File: src/hdl/pbp_pkg.sv
// Shared types and constants of the particle boundary projection core.
// Used by the top level, the iterative divide/square-root pipeline and the checker.
package pbp_pkg;

  localparam int INDEX_BITS      = 12;
  localparam int DIV_BITS        = 32;
  localparam int CNT_BITS        = 8;
  localparam int COEF_BITS       = 17;
  localparam int SQRT_BITS       = 17;
  localparam int STEPS_PER_STAGE = 4;
  localparam int ITER_STAGES     = DIV_BITS / STEPS_PER_STAGE;
  // input register, iteration stages, limit multiply register, final select into the output register
  localparam int PIPE_LATENCY    = ITER_STAGES + 3;

  typedef enum logic [2:0] {
    CFG_BOUNDARY = 3'd0,
    CFG_AXIS_Y   = 3'd1,
    CFG_ABOVE    = 3'd2,
    CFG_STABLE   = 3'd3,
    CFG_RADIUS   = 3'd4,
    CFG_EPSILON  = 3'd5
  } cfg_reg_e;

  typedef struct packed {
    logic [DIV_BITS-1:0]  mag;
    logic [CNT_BITS-1:0]  cnt;
    logic [COEF_BITS-1:0] coef_s;
    logic [COEF_BITS-1:0] coef_k;
  } iter_op_t;

  typedef struct packed {
    logic [DIV_BITS-1:0]  quo;
    logic [SQRT_BITS-1:0] root_s;
    logic [SQRT_BITS-1:0] root_k;
  } iter_res_t;

endpackage

File: src/hdl/pbp_iter_unit.sv
// Pipelined restoring divider (magnitude / count) and two digit-by-digit square roots.
// Depends on pbp_pkg; four iteration steps per register stage.
module pbp_iter_unit import pbp_pkg::*; (
  input  logic      clk,
  input  iter_op_t  op_i,
  output iter_res_t res_o
);

  typedef struct packed {
    logic [2*SQRT_BITS-1:0] x;
    logic [SQRT_BITS-1:0]   r;
    logic [SQRT_BITS+1:0]   m;
  } sq_t;

  typedef struct packed {
    logic [DIV_BITS-1:0] num;
    logic [DIV_BITS-1:0] quo;
    logic [CNT_BITS-1:0] rem;
    logic [CNT_BITS-1:0] den;
    sq_t                 s;
    sq_t                 k;
  } st_t;

  function automatic st_t div_step(st_t cur);
    logic [CNT_BITS:0] trial;
    st_t o;
    o     = cur;
    trial = {cur.rem, cur.num[DIV_BITS-1]};
    o.num = {cur.num[DIV_BITS-2:0], 1'b0};
    if (trial >= {1'b0, cur.den}) begin
      o.rem = CNT_BITS'(trial - {1'b0, cur.den});
      o.quo = {cur.quo[DIV_BITS-2:0], 1'b1};
    end else begin
      o.rem = trial[CNT_BITS-1:0];
      o.quo = {cur.quo[DIV_BITS-2:0], 1'b0};
    end
    return o;
  endfunction

  function automatic sq_t sq_step(sq_t cur);
    logic [SQRT_BITS+3:0] cat;
    logic [SQRT_BITS+3:0] trial;
    sq_t o;
    cat   = {cur.m, cur.x[2*SQRT_BITS-1 -: 2]};
    trial = {2'b00, cur.r, 2'b01};
    o.x   = {cur.x[2*SQRT_BITS-3:0], 2'b00};
    if (cat >= trial) begin
      o.m = (SQRT_BITS+2)'(cat - trial);
      o.r = {cur.r[SQRT_BITS-2:0], 1'b1};
    end else begin
      o.m = cat[SQRT_BITS+1:0];
      o.r = {cur.r[SQRT_BITS-2:0], 1'b0};
    end
    return o;
  endfunction

  st_t init;
  st_t stage_r [ITER_STAGES];

  // Radicand is the coefficient scaled by 2^16, so the root comes out in Q.16.
  always_comb begin
    init.num = op_i.mag;
    init.quo = '0;
    init.rem = '0;
    init.den = op_i.cnt;
    init.s.x = {1'b0, op_i.coef_s, 16'h0000};
    init.s.r = '0;
    init.s.m = '0;
    init.k.x = {1'b0, op_i.coef_k, 16'h0000};
    init.k.r = '0;
    init.k.m = '0;
  end

  for (genvar g = 0; g < ITER_STAGES; g++) begin : g_stage
    st_t stage_in;
    st_t stage_nxt;
    if (g == 0) begin : g_first
      assign stage_in = init;
    end else begin : g_rest
      assign stage_in = stage_r[g-1];
    end
    always_comb begin
      stage_nxt = stage_in;
      for (int j = 0; j < STEPS_PER_STAGE; j++) begin
        stage_nxt = div_step(stage_nxt);
        if (g * STEPS_PER_STAGE + j < SQRT_BITS) begin
          stage_nxt.s = sq_step(stage_nxt.s);
          stage_nxt.k = sq_step(stage_nxt.k);
        end
      end
    end
    always_ff @(posedge clk) begin
      stage_r[g] <= stage_nxt;
    end
  end

  assign res_o.quo    = stage_r[ITER_STAGES-1].quo;
  assign res_o.root_s = stage_r[ITER_STAGES-1].s.r;
  assign res_o.root_k = stage_r[ITER_STAGES-1].k.r;

endmodule

File: config.mk
export PLATFORM = sky130hd
export DESIGN_NAME = pbp_iter_unit
export DESIGN_NICKNAME = d
export VERILOG_FILES = /design/src/hdl/pbp_pkg.sv /design/src/hdl/pbp_iter_unit.sv
export SDC_FILE = /design/constraint.sdc
export NUM_CORES = 2
export LEC_CHECK = 0
export ABC_AREA = 1
export ABC_CLOCK_PERIOD_IN_PS = 13800
export BUFFER_PORTS_ARGS = -buffer_cell sky130_fd_sc_hd__buf_2
export CAP_MARGIN = 20
export CORE_AREA = 4 4 275 412
export DETAILED_ROUTE_END_ITERATION = 8
export DIE_AREA = 0 0 279 416
export GPL_ROUTABILITY_DRIVEN = 0
export PLACE_DENSITY_LB_ADDON = 0.12
export SLEW_MARGIN = 25
export SYNTH_ARGS = -nofsm -noshare
export SYNTH_HDL_FRONTEND = slang
export SYNTH_SLANG_ARGS = --single-unit
File: constraint.sdc
create_clock -name clk -period 13.8 [get_ports clk]
set_clock_uncertainty 0.2 [all_clocks]
set_input_delay 0.69 -clock clk [delete_from_list [all_inputs] [get_ports clk]]
set_output_delay 0.69 -clock clk [all_outputs]
set_load 0.05 [all_outputs]
After elaboration in Yosys (flattened, before gate mapping)
Memory sizes are Yosys's and may differ from the RTL's.
Cells that the tools add are included.
- bits in registers: 0
- RAM bits: 1728
- bits of input ports: 75
- output and inout bits: 66
- logic and storage cells: 199
- memories kept: 1
- memories (memory ; depth ; bits a word ; rd ports ; clocked after Yosys merged registers in ; write ports ; RTL line ; text):
    stage_r ; 8 ; 216 ; 8 ; 0 ; 8 ; pbp_iter_unit.sv:58 ; st_t stage_r [ITER_STAGES];
- add/sub/neg operators: 66
- $lt $le $gt $ge: 66
- mux-type cells: 66
- operators by type and width (cell ; number):
    20-bit two-way mux ; 34
    21-bit by 19-bit >= comparator with 1-bit output ; 26
    19-bit subtractor ; 26
    9-bit two-way mux ; 32
    9-bit by 8-bit >= comparator with 1-bit output ; 31
    8-bit subtractor ; 31
    21-bit by 3-bit >= comparator with 1-bit output ; 2
    21-bit by 4-bit >= comparator with 1-bit output ; 2
    21-bit by 5-bit >= comparator with 1-bit output ; 2
    19-bit by 3-bit subtractor with 19-bit output ; 2
    19-bit by 4-bit subtractor with 19-bit output ; 2
    19-bit by 5-bit subtractor with 19-bit output ; 2
    1-bit by 8-bit >= comparator with 1-bit output ; 1
    1-bit by 8-bit subtractor with 8-bit output ; 1
    1-bit by 1-bit subtractor with 2-bit output (second input constant) ; 2
    1-bit >= comparator (second input constant) ; 2

Depth between registers and ports, before layout
An unclocked memory read counts as a cell.
- depth in word-level cells: 9
- gate-level depth with buffers: 63
- gate-level depth less buffers: 59

Worst setup path after synthesis
No wires, ideal clock.
- path type: register to register
- from: mem stage_r[0][523] (netlist bit)
- to: mem stage_r[0][736] (netlist bit)
- setup time: 64 ps
- arrival: 9113 ps
- data required time: 13536 ps
- setup slack: 4423 ps
- stages on the path, launching flop included: 61
- path buffers: 6
- period minus slack after synthesis: 9377 ps
- cells stage by stage: dfxtp_1 > inv_1 > ha_1 > a21oi_1 > nand2_1 > nand2_1 > nand2_1 > a21oi_1 > o21ai_1 > nand2_1 > nand2_1 > buf_2 > inv_1 > clkbuf_1 > clkbuf_1 > o21ai_0 > ha_1 > a21oi_1 > (+25 left out) > inv_1 > ha_1 > nand3_1 > nand2_1 > a21oi_1 > o21bai_1 > a21o_1 > a21oi_1 > o31ai_1 > a21oi_1 > o21bai_1 > a21oi_1 > o21bai_1 > a21oi_1 > nand3_1 > xor2_1 > inv_1 > nor2_1
- RTL lines (item ; RTL line):
    start, declared ; pbp_iter_unit.sv:58

==> impl_metrics.xml <==
<?xml version="1.0" encoding="UTF-8"?>
<metrics>
  <group name="status">
    <metric name="run_status" unit="">complete, no violations</metric>
  </group>
  <group name="logic_synthesis">
    <metric name="synthesized_area_per_cell" unit="um^2">7.15</metric>
    <metric name="synth.yosys.warnings" unit="">0</metric>
    <metric name="async_set_or_reset_register_ratio_after_synthesis" unit="%">0</metric>
    <metric name="synth_top_cell_by_area" unit="">sky130_fd_sc_hd__dfxtp_1</metric>
    <metric name="synth.lib_cells_used.distinct" unit="">64</metric>
    <metric name="postSynth.topFlopCell" unit="">sky130_fd_sc_hd__dfxtp_1</metric>
    <metric name="synth_top_area_share" unit="%">30.8</metric>
    <metric name="synthTopCellsByArea" unit="">sky130_fd_sc_hd__dfxtp_1 31%, sky130_fd_sc_hd__ha_1 14%, sky130_fd_sc_hd__nand2_1 12%, sky130_fd_sc_hd__inv_1 7.3%, sky130_fd_sc_hd__o21ai_0 4.9%</metric>
    <metric name="number_of_instances_in_the_synthesized_netlist" unit="">6868</metric>
    <metric name="post_synth_edffs" unit="">0</metric>
    <metric name="synthesis.area" unit="um^2">49100</metric>
    <metric name="synth_seq_cells" unit="">756</metric>
    <metric name="syn-num-nets" unit="">7529</metric>
    <metric name="synth-seq-area-share" unit="%">30.8</metric>
  </group>
  <group name="global_routing">
    <metric name="antenna_found_initial" unit="">4</metric>
    <metric name="gr-usage-all-layers" unit="%">21.8</metric>
    <metric name="grt_pass1_vias" unit="">43375</metric>
    <metric name="grt_max_degree" unit="">29</metric>
    <metric name="grt_pass1_wl" unit="um">209000</metric>
    <metric name="grt_overflow" unit="">0</metric>
  </group>
  <group name="cells_and_area">
    <metric name="layout_utilization" unit="%">49.6</metric>
    <metric name="fillCellCount" unit="">10941</metric>
    <metric name="number_of_flip_flops_in_the_largest_register" unit="">756</metric>
    <metric name="multiInputGateArea" unit="um^2">29900</metric>
    <metric name="layout.cells.most_common" unit="">sky130_fd_sc_hd__nand2_1</metric>
    <metric name="areaGrowthSynthToFinish" unit="%">10.9</metric>
    <metric name="top_library_cells_by_usage_in_the_layout_fill_and_taps_aside" unit="">1,598 x sky130_fd_sc_hd__nand2_1, 950 x sky130_fd_sc_hd__inv_1, 756 x sky130_fd_sc_hd__dfxtp_1</metric>
    <metric name="biggestRegsByFlops" unit="">stage_r x756</metric>
    <metric name="layout-drive-gt1-share" unit="%">6.05</metric>
    <metric name="regArea" unit="um^2">15100</metric>
    <metric name="largest_register" unit="">stage_r</metric>
    <metric name="design.final.nets" unit="">7739</metric>
  </group>
  <group name="sta">
    <metric name="final_setup_fails" unit="">0</metric>
    <metric name="timing_max_transition_violations_final" unit="">0</metric>
    <metric name="setup_total_negative_slack" unit="ns">0</metric>
    <metric name="finalWorstPathRequiredPeriod" unit="ns">10.84</metric>
    <metric name="timing.final.crit_share" unit="%">78.6</metric>
    <metric name="rsz0062_at_grt" unit="">false</metric>
    <metric name="worst_slew_pin_slew" unit="ns">1.03</metric>
    <metric name="maxClockFrequency" unit="GHz">0.0922</metric>
    <metric name="slew_headroom" unit="%">31.3</metric>
    <metric name="finalHoldViolations" unit="">0</metric>
  </group>
  <group name="cts">
    <metric name="clk-insertion-delay-late" unit="ns">0.67</metric>
    <metric name="clockBufferDepth" unit="">3</metric>
    <metric name="post_cts.resized_instances" unit="">0</metric>
    <metric name="cts.sink_count" unit="">756</metric>
    <metric name="numCtsBuffers" unit="">78</metric>
    <metric name="cts_root_buffer" unit="">sky130_fd_sc_hd__clkbuf_16</metric>
    <metric name="postCtsSetupBuffers" unit="">0</metric>
    <metric name="clk_pin_slew" unit="ns">0.06</metric>
    <metric name="cts_stage_hold_buffer_count" unit="">58</metric>
    <metric name="cts_tree" unit="">done</metric>
    <metric name="clock_tree.htree_level_count" unit="">3</metric>
  </group>
  <group name="worst_setup_path">
    <metric name="critical_path.slowest_cell" unit="">sky130_fd_sc_hd__inv_1</metric>
    <metric name="critPathArrivalTime" unit="ns">11.20</metric>
    <metric name="worst_path_most_repeated_cell" unit="">sky130_fd_sc_hd__nand2_1</metric>
    <metric name="critPathLaunchType" unit="">flip-flop</metric>
    <metric name="timing.critical_path.fanout_max" unit="">22</metric>
    <metric name="worst-setup-path-type" unit="">reg -&gt; reg</metric>
    <metric name="critical_path_required" unit="ns">14.16</metric>
    <metric name="crit_path_end_kind" unit="">flip-flop</metric>
    <metric name="worst_path_largest_cell_delay" unit="ns">0.57</metric>
  </group>
  <group name="floorplan">
    <metric name="initial_cell_density_of_the_core" unit="%">44.8</metric>
    <metric name="pin_count" unit="">141</metric>
    <metric name="die_y" unit="um">416</metric>
    <metric name="die-area" unit="um^2">116000</metric>
    <metric name="die_w" unit="um">279</metric>
    <metric name="core_area" unit="um^2">110000</metric>
    <metric name="rows" unit="">149</metric>
  </group>
  <group name="detailed_routing">
    <metric name="antenna_violating_nets_post_route" unit="">0</metric>
    <metric name="vias_per_cell" unit="">5.05</metric>
    <metric name="post-route-drc-count" unit="">0</metric>
    <metric name="wire_length_reported_by_the_detailed_router" unit="um">128000</metric>
    <metric name="firstDrtPassIters" unit="">6</metric>
    <metric name="dr.first_iter.drc_count" unit="">1707</metric>
    <metric name="detail_route.wl_per_cell" unit="um">14.9</metric>
    <metric name="via_count" unit="">43315</metric>
  </group>
  <group name="min_path">
    <metric name="hp-class" unit="">in -&gt; reg</metric>
  </group>
  <group name="flow_run">
    <metric name="max_cap_viol_count" unit="">0</metric>
  </group>
  <group name="place">
    <metric name="place_hpwl" unit="um">107000</metric>
    <metric name="port-buffer-count" unit="">140</metric>
  </group>
</metrics>
routing by layer:
metal  share of wire [%]  global-route usage [%]  up-vias
li1                    -                       -    22864
met1                  38                    22.0    19398
met2                  53                    42.8      732
met3                 2.9                    2.52      321
met4                 6.2                    12.0        0
met5                   0                       0        -
cells in the mapped netlist (63+ instances only):
cell,n
sky130_fd_sc_hd__nor2_1,579
sky130_fd_sc_hd__dfxtp_1,756
sky130_fd_sc_hd__inv_1,950
sky130_fd_sc_hd__nor3_1,63
sky130_fd_sc_hd__xnor2_1,120
sky130_fd_sc_hd__xor2_1,261
sky130_fd_sc_hd__nand3_1,382
sky130_fd_sc_hd__a21oi_1,438
sky130_fd_sc_hd__o21ai_0,484
sky130_fd_sc_hd__nand2_1,1598
sky130_fd_sc_hd__nand4_1,137
sky130_fd_sc_hd__ha_1,548
through the flow:
step	setup WS [ns]	cells	area, um^2	hold slack [ns]
2_1_floorplan	4.42	6868	49100	0.110
3_3_place_gp	3.06	8374	51200	0.109
3_5_place_dp	2.85	8374	51200	0.112
4_1_cts	2.83	8574	54400	0.00439
5_1_grt	1.60	8576	54400	0.0298
6_report	2.96	8581	54400	0.0524
final cells by class:
type	count	area share (%)
Multi-Input combinational cell	5052	54.9
Sequential cell	756	27.8
Inverter	987	6.81
Clock buffer	102	4.01
Tap cell	1434	3.30
Timing Repair Buffer	203	2.42
Clock inverter	40	0.752
Antenna cell	7	0.0322
critical path: cells and delay by family (launching register included):
kind	cells	cell delay, ns
flops	1	0.37
buf+inv	7	1.60
fa+ha+maj	4	1.41
compound gates	11	2.30
simple gates	30	4.79
path summary, 6_finish.rpt:
kind                                 startpoint               to  slack, ns  cells past startpoint
worst max-delay path            stage_r[0][452]  stage_r[0][663]       2.96                     52
worst min-delay path                   op_i[27]   stage_r[0][70]       0.05                      2
worst max register to register  stage_r[0][452]  stage_r[0][663]       2.96                     52
worst min register to register  stage_r[1][604]  stage_r[1][824]       0.12                      0
logic make-up after synthesis:
| family | share of synthesized area, % |
|---|---|
| AND/OR/NAND/NOR | 25.6 |
| AO/OA/AOI/OAI | 12.8 |
| buffers and inverters | 8.35 |
| flip-flops | 30.8 |
| adder cells (fa/ha/maj) | 15.5 |
| XOR/XNOR | 6.80 |
| multiplexers | 0.158 |
Power is left out: the tool's default activity adds up to more than one toggle a clock period on the data nets, which glitch-free logic cannot reach.
